==> config.mk <==
export PLATFORM = sky130hd
export DESIGN_NAME = sactc_ctrl
export DESIGN_NICKNAME = d
export VERILOG_FILES = /design/src/rtl/sactc_pkg.sv /design/src/rtl/sactc_ctrl.sv
export VERILOG_INCLUDE_DIRS = /design/src /design/src/rtl
export SDC_FILE = /design/constraint.sdc
export NUM_CORES = 1
export LEC_CHECK = 0
export BUFFER_PORTS_ARGS = -buffer_cell sky130_fd_sc_hd__clkbuf_2
export CAP_MARGIN = 20
export CORE_AREA = 4 4 41 43
export CTS_CLUSTER_SIZE = 30
export DETAILED_ROUTE_END_ITERATION = 10
export DIE_AREA = 0 0 45 47
export GPL_ROUTABILITY_DRIVEN = 1
export PLACE_DENSITY_LB_ADDON = 0.12
export SETUP_SLACK_MARGIN = 0.5
export SYNTH_ARGS = -nofsm -noshare
export SYNTH_HDL_FRONTEND = slang
export SYNTH_SLANG_ARGS = --single-unit
==> constraint.sdc <==
create_clock -name aclk -period 2.15 [get_ports aclk]
set_input_delay 0.43 -clock aclk [delete_from_list [all_inputs] [get_ports aclk]]
set_output_delay 0.43 -clock aclk [all_outputs]
set_load 0.005 [all_outputs]
==> src/rtl/set_assoc_cache_tag_controller_macros.svh <==
// Assertion macros for the cache tag controller; included by sactc_ctrl.
`ifndef SET_ASSOC_CACHE_TAG_CONTROLLER_MACROS_SVH
`define SET_ASSOC_CACHE_TAG_CONTROLLER_MACROS_SVH
`ifndef SYNTHESIS
// Property must hold at every clock edge out of reset.
`define SACTC_ASSERT(lbl, clk, rst_n, prop) \
    lbl: assert property (@(posedge clk) disable iff (!rst_n) (prop)) \
        else $error("sactc assertion failed");
// Expression must never be true out of reset.
`define SACTC_ASSERT_NEVER(lbl, clk, rst_n, expr) \
    lbl: assert property (@(posedge clk) disable iff (!rst_n) !(expr)) \
        else $error("sactc forbidden condition");
`else
`define SACTC_ASSERT(lbl, clk, rst_n, prop)
`define SACTC_ASSERT_NEVER(lbl, clk, rst_n, expr)
`endif
`endif

==> src/rtl/sactc_pkg.sv <==
package sactc_pkg;

    localparam int OFFSET_BITS = 6;
    localparam int SET_BITS    = 12;
    localparam int WAY_BITS    = 4;
    localparam int ADDR_W      = 32;
    localparam int TAG_W       = ADDR_W - SET_BITS - OFFSET_BITS;
    localparam int NUM_SETS    = 1 << SET_BITS;
    localparam int NUM_WAYS    = 1 << WAY_BITS;
    localparam int LINE_BYTES  = 1 << OFFSET_BITS;
    localparam int MAX_BYTES   = 4;
    localparam int LFSR_W      = 16;
    localparam logic [LFSR_W-1:0] SEED_RESET = 16'd44257;
    localparam logic [LFSR_W-1:0] LFSR_TAPS  = 16'hB400;
    localparam logic [SET_BITS-1:0] SET_LAST = SET_BITS'(NUM_SETS - 1);

    localparam logic REQ_READ  = 1'b0;
    localparam logic REQ_WRITE = 1'b1;

    typedef struct packed {
        logic              req_type;
        logic [ADDR_W-1:0] byte_address;
        logic [2:0]        byte_count;
    } req_t;

    typedef struct packed {
        logic [ADDR_W-1:0]   line_address;
        logic                hit;
        logic [WAY_BITS-1:0] way_used;
        logic                victim_dirty;
        logic [ADDR_W-1:0]   victim_address;
        logic                last;
    } rsp_t;

    // One set of the tag memory: all ways side by side
    typedef struct packed {
        logic [NUM_WAYS-1:0]             valid;
        logic [NUM_WAYS-1:0]             dirty;
        logic [NUM_WAYS-1:0][TAG_W-1:0]  tags;
    } row_t;

    typedef enum logic [1:0] {
        ST_CLEAR,
        ST_IDLE,
        ST_READ,
        ST_LOOKUP
    } state_t;

    typedef struct packed {
        logic load_req;
        logic clr_step;
        logic rd_issue;
        logic second;
        logic lookup;
    } cmd_t;

    typedef struct packed {
        logic clr_done;
        logic crosses;
        logic out_full;
    } sts_t;

endpackage

==> src/rtl/sactc_ctrl.sv <==
`include "set_assoc_cache_tag_controller_macros.svh"

module sactc_ctrl (
    input  logic              aclk,
    input  logic              aresetn,
    input  logic              s_valid,
    output logic              s_ready,
    input  sactc_pkg::sts_t   sts,
    output sactc_pkg::cmd_t   cmd
);

    sactc_pkg::state_t state_reg, state_next;
    logic              second_reg, second_next;

    // State register
    always_ff @(posedge aclk) begin
        if (!aresetn) begin
            state_reg  <= sactc_pkg::ST_CLEAR;
            second_reg <= 1'b0;
        end else begin
            state_reg  <= state_next;
            second_reg <= second_next;
        end
    end

    // Next state and commands
    always_comb begin
        state_next   = state_reg;
        second_next  = second_reg;
        s_ready      = 1'b0;
        cmd          = '0;
        cmd.second   = second_reg;
        unique case (state_reg)
            sactc_pkg::ST_CLEAR: begin
                cmd.clr_step = 1'b1;
                if (sts.clr_done) begin
                    state_next = sactc_pkg::ST_IDLE;
                end
            end
            sactc_pkg::ST_IDLE: begin
                s_ready = 1'b1;
                if (s_valid) begin
                    cmd.load_req = 1'b1;
                    second_next  = 1'b0;
                    state_next   = sactc_pkg::ST_READ;
                end
            end
            sactc_pkg::ST_READ: begin
                cmd.rd_issue = 1'b1;
                state_next   = sactc_pkg::ST_LOOKUP;
            end
            sactc_pkg::ST_LOOKUP: begin
                // hold until the result register can take a transfer
                if (!sts.out_full) begin
                    cmd.lookup = 1'b1;
                    if (sts.crosses && !second_reg) begin
                        second_next = 1'b1;
                        state_next  = sactc_pkg::ST_READ;
                    end else begin
                        state_next  = sactc_pkg::ST_IDLE;
                    end
                end
            end
            default: state_next = sactc_pkg::ST_CLEAR;
        endcase
    end

    `SACTC_ASSERT_NEVER(a_no_accept_in_clear, aclk, aresetn,
        (state_reg == sactc_pkg::ST_CLEAR) && s_ready)
    `SACTC_ASSERT_NEVER(a_no_lookup_when_full, aclk, aresetn,
        cmd.lookup && sts.out_full)
    `SACTC_ASSERT(a_second_line_follows, aclk, aresetn,
        (cmd.lookup && sts.crosses && !second_reg) |=>
        (state_reg == sactc_pkg::ST_READ) && second_reg)

endmodule

Word level (Yosys, flattened, before mapping):

Cells that the tools add are included.

* mux-type cells: 16
* magnitude comparators: 0
* shift-type cells: 0
* equal/unequal tests: 7
* $add $sub $neg: 0
* $mul: 0
* bitwise gates (word level): 0
* reductions and logical operators: 6
* divide/modulo/power cells: 0

Operators by type and width (number)
* 1-bit two-way mux: 10
* 2-bit two-way mux: 4
* 2-bit inequality test, second input constant: 4
* 2-bit case mux with 4 select lines: 1
* 2-bit == test, second input constant: 2
* 4-bit AND reduction: 1
* 3-bit AND reduction: 1
* 2-bit by 1-bit == test with 1-bit output, second input constant: 1
* 2-bit logical NOT: 1
* 1-bit case mux with 2 select lines: 1
* 2-bit nonzero test: 1
* 1-bit logical AND: 1
* 1-bit logical NOT: 1

* memories: 0
* memory bits (writable): 0
* bits of input ports: 6
* flip-flop bits (word level): 3
* logic and storage cells: 31
* output and inout bits: 6
* bits in latches: 0
* bits in read-only memories: 0

Logic depth before layout (Yosys ltp):

* depth in word-level cells: 5
* gate-level depth with buffers: 3
* gate-level depth less buffers: 3

Worst setup path after synthesis:

No wires, ideal clock.

* path kind: flip-flop to output port
* start: register state_reg[0]
* end: output cmd[4] (netlist name)
* cell stages (with the launch flop): 3
* setup slack: 0.997 ns
* data required time: 1.720 ns
* arrival: 0.723 ns
* buffers on the path: 0
* cell sequence: dfxtp_1 nor2b_2 and2_1

RTL lines
* start, declared: RTL line sactc_ctrl.sv:12 `sactc_pkg::state_t state_reg, state_next;`
* start signal, assigned: RTL line sactc_ctrl.sv:18 `state_reg <= sactc_pkg::ST_CLEAR;`
* start signal, assigned: RTL line sactc_ctrl.sv:21 `state_reg <= state_next;`
* end, declared: RTL line sactc_ctrl.sv:9 `output sactc_pkg::cmd_t cmd`

==> flow_metrics.py <==
metrics = {
    "worst_setup_path": {
        "worst_setup_path_start_kind": "flop",
        "r2r_slack_ns": 1.10,
        "path_delay_family": "flip-flops",
        "end_kind": "output pin",
        "reg2regPathDepth": 3,
        "rr_startpoint": "state_reg[1]",
        "cp_slowest_stage_delay_ns": 0.37,
        "critPathKind": "flop to output pin",
        "r2r-end": "state_reg[0]",
        "slowest_stage": "dfxtp_2",
        "required_ns": 1.72,
        "crit_buf_inv": 1,
        "crit_chain": "nor2b_2 > and2_1 > clkbuf_2",
        "cp-endpoint": "cmd[4]",
        "critPathArrivalTime_ns": 1.07,
        "cp.depth": 3,
        "cp-startpoint": "state_reg[0]",
        "crit_fanout": 7,
    },
    "clocking": {
        "clockBufferDepth": 2,
        "root_buffer": "clkbuf_4",
        "cts_tree": "built",
        "cts_buffers": 3,
        "clk_pin_slew_ns": 0.04,
        "clock_sinks": 3,
        "clk_latency_ns": 0.24,
        "cts_hold_buf": 0,
        "htree_num_levels": 1,
    },
    "die": {
        "die_w_um": 45,
        "pin_count": 12,
        "fp-row-count": 13,
        "coreArea_mm2": 0.00130,
        "dieHeight_um": 47,
        "start_util_pct": 13.2,
        "dieArea_mm2": 0.00212,
    },
    "worst_hold_path": {
        "hold_class": "primary input to flop",
        "min-delay-start": "sts[2]",
    },
    "drt": {
        "avgRoutedWirePerCell_um": 11.0,
        "ant_nets": 0,
        "routed_wl_um": 530,
        "vias": 189,
        "drc": 0,
        "via_per_inst": 3.94,
        "drt_iter0_markers": 2,
        "dr.pass1.iters": 4,
    },
    "timing": {
        "slew_headroom_pct": 82.9,
        "max_freq_mhz": 665,
        "worst_pin_slew_ns": 0.253,
        "fin_skew_ns": 0.00527,
        "drv_slew": 0,
        "rsz0062_at_grt": "false",
        "setup_tns_ns": 0,
        "setup_violations": 0,
        "fin_crit_ns": 1.50,
        "post-route-period-util_pct": 69.9,
        "finalHoldViolCount": 0,
    },
    "global_route": {
        "antenna_found_initial": 0,
        "grt_usage_pct": 6.07,
        "grt_pass1_wl_um": 814,
        "grt-ovfl-total": 0,
        "grt_max_degree": 9,
        "first_global_vias": 205,
    },
    "synth": {
        "synth_most_common_cell": "dfxtp_1",
        "ys_types": 15,
        "synth-edff-count": 0,
        "synth_top_area_share_pct": 35.0,
        "syn_nets": 25,
        "netlist_top_cells_count": "3 x dfxtp_1, 2 x a21oi_1, 2 x nor2b_1",
        "synth_area_leaders": "dfxtp_1 35%, nor2b_1 7.3%, a21oi_1 5.8%",
        "ys.flop_type": "dfxtp_1",
        "synth_area_um2": 171,
        "netlist_instances": 19,
        "synth_seq_cells": 3,
        "yosysSeqAreaShare_pct": 35.0,
        "ys_async_sr_fraction_pct": 0,
        "yosysWarnings": 0,
        "avgSynthCellArea_um2": 9.02,
        "synth_top_area_cell": "dfxtp_1",
    },
    "outcome": {
        "status": "finished clean",
    },
    "placed_design": {
        "routabilityCongestion": 0.619,
        "dp.cells": 44,
        "port_buffers": 11,
    },
    "power_and_ir_drop": {
        "p_per_area_mw_per_mm2": 747,
        "p_leak_nw": 0.131,
        "ir_worst_vdd_mv": 0.285,
    },
    "cells_and_area": {
        "fillers": 162,
        "area_growth_pct": 54.7,
        "largest_register_ff_count": 2,
        "layout-drive-gt1-share_pct": 54.5,
        "n_antenna_cell": 0,
        "layout.nets": 40,
        "fin_cells": 48,
    },
    "run": {
        "max-cap-violations": 0,
    },
}
## worst min-delay path by stage
stage | endpoint | slack, ns | cells past startpoint
after global routing | state_reg[0] | 0.44 | 2
after floorplan | second_reg | 0.51 | 2
after CTS | state_reg[0] | 0.42 | 2
after global placement | second_reg | 0.54 | 2
after detailed placement | second_reg | 0.56 | 2
final | state_reg[0] | 0.43 | 2
## kinds of logic (layout without fill, tap and decap cells)
group / Yosys count / in the layout / synth area share, %
and+or+nand+nor: 9 / 9 / 39.4
AOI/OAI and AO/OA: 5 / 5 / 19.0
DFF: 3 / 3 / 35.0
buffers and inverters: 2 / 16 / 6.57
## cells in the final DEF (no fill, tap or decap)
cell type / n
nor2_1: 1
nand2b_1: 1
inv_1: 1
o21ai_1: 1
clkbuf_4: 3
nor4bb_1: 1
nor2b_1: 2
nor2b_2: 1
clkbuf_1: 1
and2_1: 1
nor3_2: 1
a21oi_1: 2
dfxtp_1: 2
and3b_2: 1
clkbuf_2: 11
o311a_1: 1
dfxtp_2: 1
a211oi_1: 1
## stage by stage
stage	area [um^2]	power, W	utilization [%]	hold slack (ns)	setup slack, ns
detailed placement	238	0.0000960	18.3	0.559	0.822
floorplan	171	0.0000798	-	0.505	0.997
CTS	264	0.000205	20.3	0.422	0.550
global placement	238	0.0000964	18.3	0.538	0.797
finish	265	0.000198	20.4	0.429	0.646
global route	265	0.000213	20.4	0.445	0.584
## metal layers
metal	wire [um]	GRT usage, %	vias up	share of wire [%]
met5	0	0	-	0
met4	5	7.02	0	0.94
met3	52	4.21	2	9.8
met2	273	8.47	7	52
met1	199	5.43	86	38
li1	-	-	94	-
## repair_timing
action | 4_1_cts | 5_1_grt
gates resized for setup | 0 | 1
setup buffers | 0 | 0
setup endpoints to repair | 0 | 1
## worst reg2reg max path, delay by kind of cell (launching register included)
family	cells	cell delay (ns)
flops	1	0.45
simple gates	1	0.27
compound gates	2	0.22
## power breakdown
group	internal, W	switching [W]	leakage [nW]	total (W)
Combinational	0.0000165	0.0000123	0.0909	0.0000288
Clock	0.0000698	0.0000334	0.0150	0.000103
Sequential	0.0000599	0.00000620	0.0249	0.0000661
Total	0.000146	0.0000519	0.131	0.000198
## cell type report
| cell class | instances | area [um^2] | area share (%) |
|---|---|---|---|
| multi-input combinational | 14 | 100 | 37.7 |
| sequential | 3 | 61.3 | 23.1 |
| timing repair buffer | 11 | 55.1 | 20.8 |
| tap | 15 | 18.8 | 7.08 |
| inverter | 1 | 3.75 | 1.42 |
| clock buffer | 4 | 26.3 | 9.91 |
(Power assumes the default switching activity.)
